**src/rtl/dbd_pkg.sv**
```systemverilog
// dbd_pkg: widths, calendar constants and the month table for days_between_dates_core
// no dependencies; imported by every module of the block
`timescale 1ns / 1ps

package dbd_pkg;

	localparam int unsigned DAY_W   = 5;
	localparam int unsigned MONTH_W = 4;
	localparam int unsigned YEAR_W  = 12;
	localparam int unsigned COUNT_W = 18;
	// day numbers run from -1 (day 0 of the first month) to about 194k
	localparam int unsigned DNUM_W  = COUNT_W + 1;
	localparam int unsigned DIFF_W  = DNUM_W + 1;
	localparam int unsigned YOFF_W  = 10;

	localparam logic [YEAR_W-1:0]  YEAR_FIRST = 12'd1971;
	localparam logic [YEAR_W-1:0]  YEAR_LAST  = 12'd2500;
	localparam logic [MONTH_W-1:0] MONTH_JAN  = 4'd1;
	localparam logic [MONTH_W-1:0] MONTH_FEB  = 4'd2;
	localparam logic [MONTH_W-1:0] MONTH_DEC  = 4'd12;
	localparam logic [DNUM_W-1:0]  DAYS_COMMON_YEAR = 19'd365;

	typedef logic signed [DNUM_W-1:0] dnum_t;

	// days in a common year before the first of the given month
	function automatic logic [8:0] days_before_month(input logic [MONTH_W-1:0] month);
		logic [8:0] d;
		case (month)
			4'd1:    d = 9'd0;
			4'd2:    d = 9'd31;
			4'd3:    d = 9'd59;
			4'd4:    d = 9'd90;
			4'd5:    d = 9'd120;
			4'd6:    d = 9'd151;
			4'd7:    d = 9'd181;
			4'd8:    d = 9'd212;
			4'd9:    d = 9'd243;
			4'd10:   d = 9'd273;
			4'd11:   d = 9'd304;
			4'd12:   d = 9'd334;
			default: d = 9'd0;
		endcase
		return d;
	endfunction

endpackage

```
**src/rtl/dbd_day_num.sv**
```systemverilog
// dbd_day_num: maps a date to its day number counted from 1971-01-01 (day 0)
// depends on dbd_pkg; combinational, one per date in the core
`timescale 1ns / 1ps

module dbd_day_num import dbd_pkg::*; (
	input  logic [DAY_W-1:0]   day,
	input  logic [MONTH_W-1:0] month,
	input  logic [YEAR_W-1:0]  year,
	output dnum_t              dnum
);

	logic [YEAR_W-1:0]  year_c;
	logic [MONTH_W-1:0] month_c;
	logic [YOFF_W-1:0]  yoff;
	logic [8:0]         leap_days;
	logic               leap_adj;
	logic [DNUM_W-1:0]  sum;

	always_comb begin
		if (year < YEAR_FIRST) begin
			year_c = YEAR_FIRST;
		end else if (year > YEAR_LAST) begin
			year_c = YEAR_LAST;
		end else begin
			year_c = year;
		end

		if (month < MONTH_JAN) begin
			month_c = MONTH_JAN;
		end else if (month > MONTH_DEC) begin
			month_c = MONTH_DEC;
		end else begin
			month_c = month;
		end

		yoff = YOFF_W'(year_c - YEAR_FIRST);
		// leap days in the years before this one: floor((yoff + 2) / 4)
		leap_days = 9'((11'(yoff) + 11'd2) >> 2);
		// year divisible by 4 exactly when yoff mod 4 is 1
		leap_adj = (yoff[1:0] == 2'd1) && (month_c > MONTH_FEB);

		sum = DNUM_W'(yoff) * DAYS_COMMON_YEAR + DNUM_W'(leap_days)
			+ DNUM_W'(days_before_month(month_c)) + DNUM_W'(leap_adj) + DNUM_W'(day);
		dnum = $signed(sum - DNUM_W'(1));
	end

endmodule

```
**src/rtl/days_between_dates_core.sv**
```systemverilog
// days_between_dates_core: number of days from a begin date to an end date
// depends on dbd_pkg and dbd_day_num
`timescale 1ns / 1ps
//
// usage:
//   drive the six date fields and raise start; the item is taken at the rising
//   edge where start is high and busy is low. busy is never raised, so a new
//   item can be taken at every clock edge.
//   years are clamped to 1971..2500 and months to 1..12; days are not checked
//   against month length. leap years are all years divisible by 4.
//   each item gives one result via the input and result registers: done is high for
//   exactly one cycle with order_status and day_count valid in that cycle.
//   order_status is 1 (and day_count 0) when the end date is not strictly later.
// pipeline: input register, then day numbers and subtract into the result
//   register; throughput: one item per cycle.
// reset: arst_n low clears the valid flags of both stages; no result is lost
//   to a stall since the receiver cannot hold results off.
//
module days_between_dates_core import dbd_pkg::*; (
	input  logic               clk,
	input  logic               arst_n,
	input  logic               start,
	output logic               busy,
	input  logic [DAY_W-1:0]   begin_day,
	input  logic [MONTH_W-1:0] begin_month,
	input  logic [YEAR_W-1:0]  begin_year,
	input  logic [DAY_W-1:0]   end_day,
	input  logic [MONTH_W-1:0] end_month,
	input  logic [YEAR_W-1:0]  end_year,
	output logic               done,
	output logic               order_status,
	output logic [COUNT_W-1:0] day_count
);

	logic               vld_s1;
	logic [DAY_W-1:0]   bday_s1, eday_s1;
	logic [MONTH_W-1:0] bmon_s1, emon_s1;
	logic [YEAR_W-1:0]  byr_s1, eyr_s1;

	dnum_t              bnum, enum_v;
	logic signed [DIFF_W-1:0] diff;
	logic               not_later;

	logic               vld_s2;
	logic               status_s2;
	logic [COUNT_W-1:0] count_s2;

	assign busy = 1'b0;

	always_ff @(posedge clk or negedge arst_n) begin
		if (!arst_n) begin
			vld_s1 <= 1'b0;
		end else begin
			vld_s1 <= start && !busy;
		end
	end

	always_ff @(posedge clk) begin
		if (start && !busy) begin
			bday_s1 <= begin_day;
			bmon_s1 <= begin_month;
			byr_s1  <= begin_year;
			eday_s1 <= end_day;
			emon_s1 <= end_month;
			eyr_s1  <= end_year;
		end
	end

	dbd_day_num u_begin (
		.day   (bday_s1),
		.month (bmon_s1),
		.year  (byr_s1),
		.dnum  (bnum)
	);

	dbd_day_num u_end (
		.day   (eday_s1),
		.month (emon_s1),
		.year  (eyr_s1),
		.dnum  (enum_v)
	);

	always_comb begin
		diff      = DIFF_W'(enum_v) - DIFF_W'(bnum);
		not_later = (diff <= 0);
	end

	always_ff @(posedge clk or negedge arst_n) begin
		if (!arst_n) begin
			vld_s2 <= 1'b0;
		end else begin
			vld_s2 <= vld_s1;
		end
	end

	always_ff @(posedge clk) begin
		if (vld_s1) begin
			status_s2 <= not_later;
			count_s2  <= not_later ? '0 : diff[COUNT_W-1:0];
		end
	end

	assign done         = vld_s2;
	assign order_status = status_s2;
	assign day_count    = count_s2;

endmodule

```
**config.mk**
```make
export PLATFORM = sky130hd
export DESIGN_NAME = days_between_dates_core
export DESIGN_NICKNAME = d
export VERILOG_FILES = /design/src/rtl/dbd_pkg.sv /design/src/rtl/dbd_day_num.sv /design/src/rtl/days_between_dates_core.sv
export SDC_FILE = /design/constraint.sdc
export NUM_CORES = 1
export LEC_CHECK = 0
export BUFFER_PORTS_ARGS = -buffer_cell sky130_fd_sc_hd__buf_4
export CORE_UTILIZATION = 40
export DETAILED_ROUTE_END_ITERATION = 10
export PLACE_DENSITY_LB_ADDON = 0.12
export SYNTH_ARGS = -nofsm -noshare
export SYNTH_HDL_FRONTEND = slang
export SYNTH_SLANG_ARGS = --single-unit
export TNS_END_PERCENT = 50
```
**constraint.sdc**
```tcl
create_clock -name clk -period 26.4 [get_ports clk]
set_input_delay 5.28 -clock clk [delete_from_list [all_inputs] [get_ports clk]]
set_output_delay 5.28 -clock clk [all_outputs]
set_load 0.1 [all_outputs]
```
-- Word-level counts from Yosys, hierarchy flattened
Memories as Yosys holds them, arrays and structs flattened.
Cells that the tools add are included.
- register bits: 63
- memory bits (read-only): 288
- bits of input ports: 45
- output and inout port bits: 21
- logic and storage cells: 52
- memories: 2
- memories (memory ; depth ; width ; read ports ; clocked after Yosys merged registers in ; write ports ; line ; source):
    (name not given) ; 16 ; 9 ; 1 ; 0 ; 0 ; dbd_pkg.sv:28 ; case (month)
    (name not given) ; 16 ; 9 ; 1 ; 0 ; 0 ; dbd_pkg.sv:28 ;
- add/sub/neg operators: 15
- multiply operators: 2
- order comparisons: 11
- equality and inequality tests: 2
- muxes and demuxes: 8
- reductions and logical operators: 2
- operators with widths (kind ; number):
    adder 19 x 9 -> 19 bit ; 4
    two-way mux 10 bit ; 4
    adder 19 x 1 -> 19 bit ; 2
    adder 19 x 5 -> 19 bit ; 2
    multiplier 10 x 9 -> 19 bit, second input constant ; 2
    subtractor 19 x 1 -> 19 bit, second input constant ; 2
    greater-than comparator 12 bit, second input constant ; 2
    less-than comparator 12 x 11 -> 1 bit, second input constant ; 2
    adder 10 x 2 -> 11 bit, second input constant ; 2
    less-or-equal comparator 20 x 1 -> 1 bit, second input constant ; 1
    subtractor 10 bit, second input constant ; 2
    subtractor 19 x 19 -> 20 bit ; 1
    two-way mux 4 bit ; 4
    greater-than comparator 4 x 2 -> 1 bit, second input constant ; 2
    greater-than comparator 4 bit, second input constant ; 2
    less-than comparator 4 x 1 -> 1 bit, second input constant ; 2
    == test 2 x 1 -> 1 bit, second input constant ; 2
    logical AND 1 bit ; 2

-- Logic depth before layout (Yosys ltp)
- depth in word-level cells: 12
- depth in mapped cells: 46
- mapped depth without buffers: 44

-- By module
A second synthesis with hierarchy kept.
- cells, all modules: 1108
- area, all modules: 10666.5 um^2
- by module, submodules not included (module ; times used ; cells an instance ; area each (um^2) ; sequential area each (um^2)):
    dbd_day_num (u_begin) ; 1 ; 429 ; 3851.2 ; 0.0
    dbd_day_num (u_end) ; 1 ; 439 ; 3706.1 ; 0.0
    days_between_dates_core ; 1 ; 240 ; 3109.2 ; 1881.8

-- Least setup slack after synthesis
OpenSTA, ideal clock, no wires.
- kind: register to register
- start point: register byr_s1[4]
- end point: register status_s2 (netlist: order_status) (data pin)
- library setup time: 0.256 ns
- arrival: 8.504 ns
- required time: 26.144 ns
- setup slack: 17.639 ns
- stages on the path, launching flop included: 43
- path buffers: 2
- period minus slack after synthesis: 8.761 ns
- cells stage by stage: edfxtp_1 buf_2 nor3_1 a21oi_1 nor3_1 nand2b_1 a21oi_1 inv_1 ha_1 clkbuf_1 nor2_1 a21oi_1 o21ai_0 a21oi_1 inv_1 ha_1 nand3_1 xor2_1 [7 not listed] inv_1 ha_1 nor2b_1 o21a_1 nor4_1 nor3_1 a21boi_0 xor2_1 ha_1 a21o_1 a211o_1 a31o_2 a21oi_1 a41o_1 nor3_1 nand4_1 nor3_1 o22a_1
- longest elaborated chain between the ends: 12
- elaborated cells on any way between the ends: 16
- those cells by class: 8 x add/sub; 1 x mul; 3 x order compare; 1 x eq/ne; 2 x mux; 1 x reduce/logical
- ends and longest elaborated chain (what ; line ; source):
    from (decl) ; days_between_dates_core.sv:38 ; logic [YEAR_W-1:0] byr_s1, eyr_s1;
    from (signal assigned) ; days_between_dates_core.sv:62 ; byr_s1 <= begin_year;
    greater-than comparator 12 bit ; dbd_day_num.sv:22 ; end else if (year > YEAR_LAST) begin
    two-way mux 10 bit ; dbd_day_num.sv:22 ;
    two-way mux 10 bit * ; dbd_day_num.sv:20 ; if (year < YEAR_FIRST) begin
    subtractor 10 bit * ; dbd_day_num.sv:36 ; yoff = YOFF_W'(year_c - YEAR_FIRST);
    multiplier 10 x 9 -> 19 bit / adder 10 x 2 -> 11 bit (equally long branches) ; dbd_day_num.sv:42, dbd_day_num.sv:38 ;
    adder 19 x 9 -> 19 bit ; dbd_day_num.sv:42 ; sum = DNUM_W'(yoff) * DAYS_COMMON_YEAR + DNUM_W'(leap_days)
    adder 19 x 9 -> 19 bit ; dbd_day_num.sv:43 ; + DNUM_W'(days_before_month(month_c)) + DNUM_W'(leap_adj) + DNUM_W'(day);
    adder 19 x 1 -> 19 bit * ; dbd_day_num.sv:43 ;
    adder 19 x 5 -> 19 bit * ; dbd_day_num.sv:43 ;
    subtractor 19 x 1 -> 19 bit * ; dbd_day_num.sv:44 ; dnum = $signed(sum - DNUM_W'(1));
    subtractor 19 x 19 -> 20 bit * ; days_between_dates_core.sv:84 ; diff = DIFF_W'(enum_v) - DIFF_W'(bnum);
    less-or-equal comparator 20 x 1 -> 1 bit * ; days_between_dates_core.sv:85 ; not_later = (diff <= 0);
    via not_later ; days_between_dates_core.sv:42 ; logic not_later;
    to (signal assigned) ; days_between_dates_core.sv:98 ; status_s2 <= not_later;
    to (decl) ; days_between_dates_core.sv:45 ; logic status_s2;
The timed path passes the listed nets; every way through them passes the cells marked *.
A chain may end at the register's enable or synchronous reset.

-- Worst setup path in the final report
- start point: register byr_s1[4]
- end point: register count_s2[15] (netlist: day_count[15]) (data pin)
- longest elaborated chain between the ends: 12
- elaborated cells on any way between the ends: 16
- those cells by class: 8 x add/sub; 1 x mul; 3 x order compare; 1 x eq/ne; 2 x mux; 1 x reduce/logical
- ends and longest elaborated chain (what ; line ; source):
    greater-than comparator 12 bit ; dbd_day_num.sv:22 ;
    two-way mux 10 bit ; dbd_day_num.sv:22 ;
    two-way mux 10 bit * ; dbd_day_num.sv:20 ;
    subtractor 10 bit * ; dbd_day_num.sv:36 ;
    multiplier 10 x 9 -> 19 bit / adder 10 x 2 -> 11 bit (equally long branches) ; dbd_day_num.sv:42, dbd_day_num.sv:38 ;
    adder 19 x 9 -> 19 bit ; dbd_day_num.sv:42 ;
    adder 19 x 9 -> 19 bit ; dbd_day_num.sv:43 ;
    adder 19 x 1 -> 19 bit * ; dbd_day_num.sv:43 ;
    adder 19 x 5 -> 19 bit * ; dbd_day_num.sv:43 ;
    subtractor 19 x 1 -> 19 bit * ; dbd_day_num.sv:44 ;
    subtractor 19 x 19 -> 20 bit * ; days_between_dates_core.sv:84 ;
    less-or-equal comparator 20 x 1 -> 1 bit ; days_between_dates_core.sv:85 ;
    to (signal assigned) ; days_between_dates_core.sv:99 ; count_s2 <= not_later ? '0 : diff[COUNT_W-1:0];
    to (decl) ; days_between_dates_core.sv:46 ; logic [COUNT_W-1:0] count_s2;
Mark *: on every way between the ends. The rest lies on a longest branch, timed or not.

==> results.md <==
* Synth cell types at 77
* Num CTS Buffers at 9
* Slew @ Worst Pin at 1030 ps
* Number of enable flip-flop cells after synthesis at 61
* CTS tree: done
* H-tree depth at 3
* Critical Path RT at 26590 ps
* Dpl ws at 15850 ps
* Layout Nets at 1505
* DRT Pass-1 Iters at 5
* Fin area at 11600 sq um
* DRC viols at 0
* Final setup violation count at 0
* Final WL at 22500 um
* WHS Path Cells at 0
* Mean area per synthesized cell at 9.34 sq um
* Min cycle time layout at 10690 ps
* Hold Crit Start: vld_s1
* PortBufs at 64
* Via/cell ratio at 5.03
* Worst-path clk slew at 60 ps
* Yosys warning total at 0
* Status: complete, no violations
* CP arrival at 10880 ps
* Die Ht at 165 um
* Max-cap violations at 0
* Clk root buf: clkbuf_16
* Diode count at 0
* Number of global-route vias before repair at 7348
* Initial DRC count at 532
* Crit path kind: reg -> reg
* Multi-input gate area at 7680 sq um
* Fin. Hold Viols at 0
* Total Routing Usage GR at 17.7%
* Synth Flop Type: edfxtp_1
* PostCTS Resize Cnt at 0
* Max-slew violations at 0
* Mapped Nets at 1458
* Global route overflow at 0
* HPWL after DPL at 19300 um
* Final setup skew at 9.83 ps
* Gp weighted congestion at 0.859
* Slew HR at 31.0%
* Boundary Pins at 66
* Core ar. at 26100 sq um
* Die ar. at 27100 sq um
* Die X at 165 um
* Crit start category: register
* Hold Crit Endpoint: done
* Clk sinks at 63
* Register area share after synthesis at 17.8%
* Yosys reg bits at 63
* Synth async-reset ratio at 3.17%
* Fin crit share at 40.5%
* FP Rows at 59
* Hold buffer count at cts at 0
* CP Max Fanout at 16
* Layout area overhead at 9.61%
* Initial antenna violation count at 0
* Setup bufs post-CTS at 0
* R2r setup slk at 15710 ps
* Worst r2r dst: day_count[15]
* GR peak layer: met2
* Initial Util at 40.7%
* ANT nets after route at 0
* RSZ-0062 raised after global routing: no
* # fillers at 2570
* First-pass GRT wire length at 37200 um
* Dominant cell type by area after synthesis: fa_1
* Fmax at 0.0936 GHz
* HP Class: reg -> reg
* Clk buf depth at 2
* Synth top area share at 22.5%
* Main area contributors after synthesis: fa_1 22%, ha_1 19%, edfxtp_1 17%
* Met3 Resource Use GR at 2.49%
* Met2 usage at 26.4%
* Met1 GRT Util at 26.2%
* Synth Instances at 1135
* Total number of vias at 7645
* Largest net degree at the start of global routing at 44
* Critical path capture point type: register
* CP max-delay cell: o21ai_1
* Setup ws final at 15710 ps
* Setup TNS at 0 ps
* Mapped Area at 10600 sq um
* Register area at 1880 sq um
* Area after detailed placement at 11400 sq um
* Reg2reg start: byr_s1[4]
* Crit path largest cell delay at 810 ps
* R2R cell count at 38
* Post-DR wirelength/cell at 14.8 um
* Layout cells sized above 1 at 8.68%
* Worst skew pair latency at 340 ps
cell usage in the layout, fill, tap and decap left out, types with 4 or more instances in the layout:
master     instances
a31oi_1            9
o21a_1            12
o31ai_1            7
xor2_1            26
a211oi_1          10
xnor2_1           42
o211ai_1           4
or2_1              4
fa_1             119
mux2i_1           16
nor3_1            15
nor2_1            57
nand4_1           13
nor2b_1           17
buf_4             64
o21bai_1          10
a21o_1            18
inv_1            239
nor3b_1            5
edfxtp_1          61
nand2_1           61
nand3_1           21
a21oi_1           72
o21ai_0           28
nand2b_1           8
clkbuf_16          9
o21ai_1           11
ha_1             159
or2_2              6
cells by family (layout without fill, tap and decap cells):
| family | Yosys count | after routing | share of synthesized area (%) |
|---|---|---|---|
| compound gates | 214 | 214 | 13.2 |
| simple gates | 226 | 226 | 10.5 |
| flops | 63 | 63 | 17.8 |
| xor+xnor | 70 | 70 | 5.93 |
| mux | 16 | 16 | 1.51 |
| fa+ha+maj | 278 | 278 | 41.3 |
| other cells | 1 | 1 | 0.0354 |
| buf+inv | 267 | 318 | 9.75 |
metrics by stage:
stage               cells  utilization (%)  hold WS (ps)
finish               1521             44.6           818
global route         1521             44.6           901
CTS                  1521             44.6           848
detailed placement   1506             43.6           840
global placement     1506             43.6           835
floorplan            1135                -           726
area by class of cell:
class	count	area share (%)
Multi-Input combinational cell	805	66.1
Timing Repair Buffer	64	4.14
Sequential cell	63	16.2
Tap cell	335	3.61
Clock buffer	10	1.97
Clock inverter	5	0.226
Inverter	239	7.72
synthesized netlist by cell type (2+ instances only):
library cell,number
o21bai_1,10
inv_1,239
o211ai_1,4
o21ai_1,11
nand4_1,13
nand3b_1,2
nand2b_1,8
a311oi_1,2
buf_2,7
dfrtp_1,2
ha_1,159
or2_2,6
nor2_1,57
clkbuf_1,13
nand3_1,21
a31oi_1,9
nand2_1,61
o21a_1,12
nor2b_1,17
xor2_1,26
fa_1,119
nor4_1,3
a211oi_1,10
xnor2_1,42
a21boi_0,2
o31ai_1,7
mux2i_1,16
nor3b_1,5
clkbuf_2,3
o21ai_0,28
a21oi_1,72
edfxtp_1,61
buf_1,2
buf_6,2
nor3_1,15
or2_1,4
a21o_1,18
a211o_1,2
and2_1,2
and3_1,2
a41o_1,3
a21boi_1,3
sequential cells by signal, summed over array words and instances, names as in the netlist:
| register | count |
|---|---|
| vld_s1 | 1 |
| eyr_s1 | 12 |
| order_status | 1 |
| day_count | 18 |
| done | 1 |
| bday_s1 | 5 |
| eday_s1 | 5 |
| byr_s1 | 12 |
| bmon_s1 | 4 |
| emon_s1 | 4 |
worst max-delay path: cells and delay by family, from the launching register on:
kind / cells / cell delay, ps
AO/OA/AOI/OAI: 11 / 3460
AND/OR/NAND/NOR: 11 / 2030
XOR/XNOR: 2 / 440
flip-flops: 1 / 480
buffers and inverters: 5 / 510
adder cells (fa/ha/maj): 9 / 3600
per-layer routing:
layer  vias to the layer above  wire length [um]
li1                       3851                 -
met1                      3645             11700
met2                       127              9430
met3                        22               780
met4                         0               531
met5                         -                 0
how the worst max path moves through the flow:
stage          startpoint       endpoint  slack [ps]  cells past startpoint
2_1_floorplan   byr_s1[4]   order_status       17640                     42
3_3_place_gp    byr_s1[4]  day_count[14]       15920                     38
3_5_place_dp    byr_s1[4]  day_count[15]       15850                     38
4_1_cts         byr_s1[4]  day_count[15]       15790                     38
5_1_grt         byr_s1[4]  day_count[15]       14950                     38
6_report        byr_s1[4]  day_count[15]       15710                     38
Power is left out: the tool's default activity adds up to more than one toggle a clock period on the data nets, which glitch-free logic cannot reach.
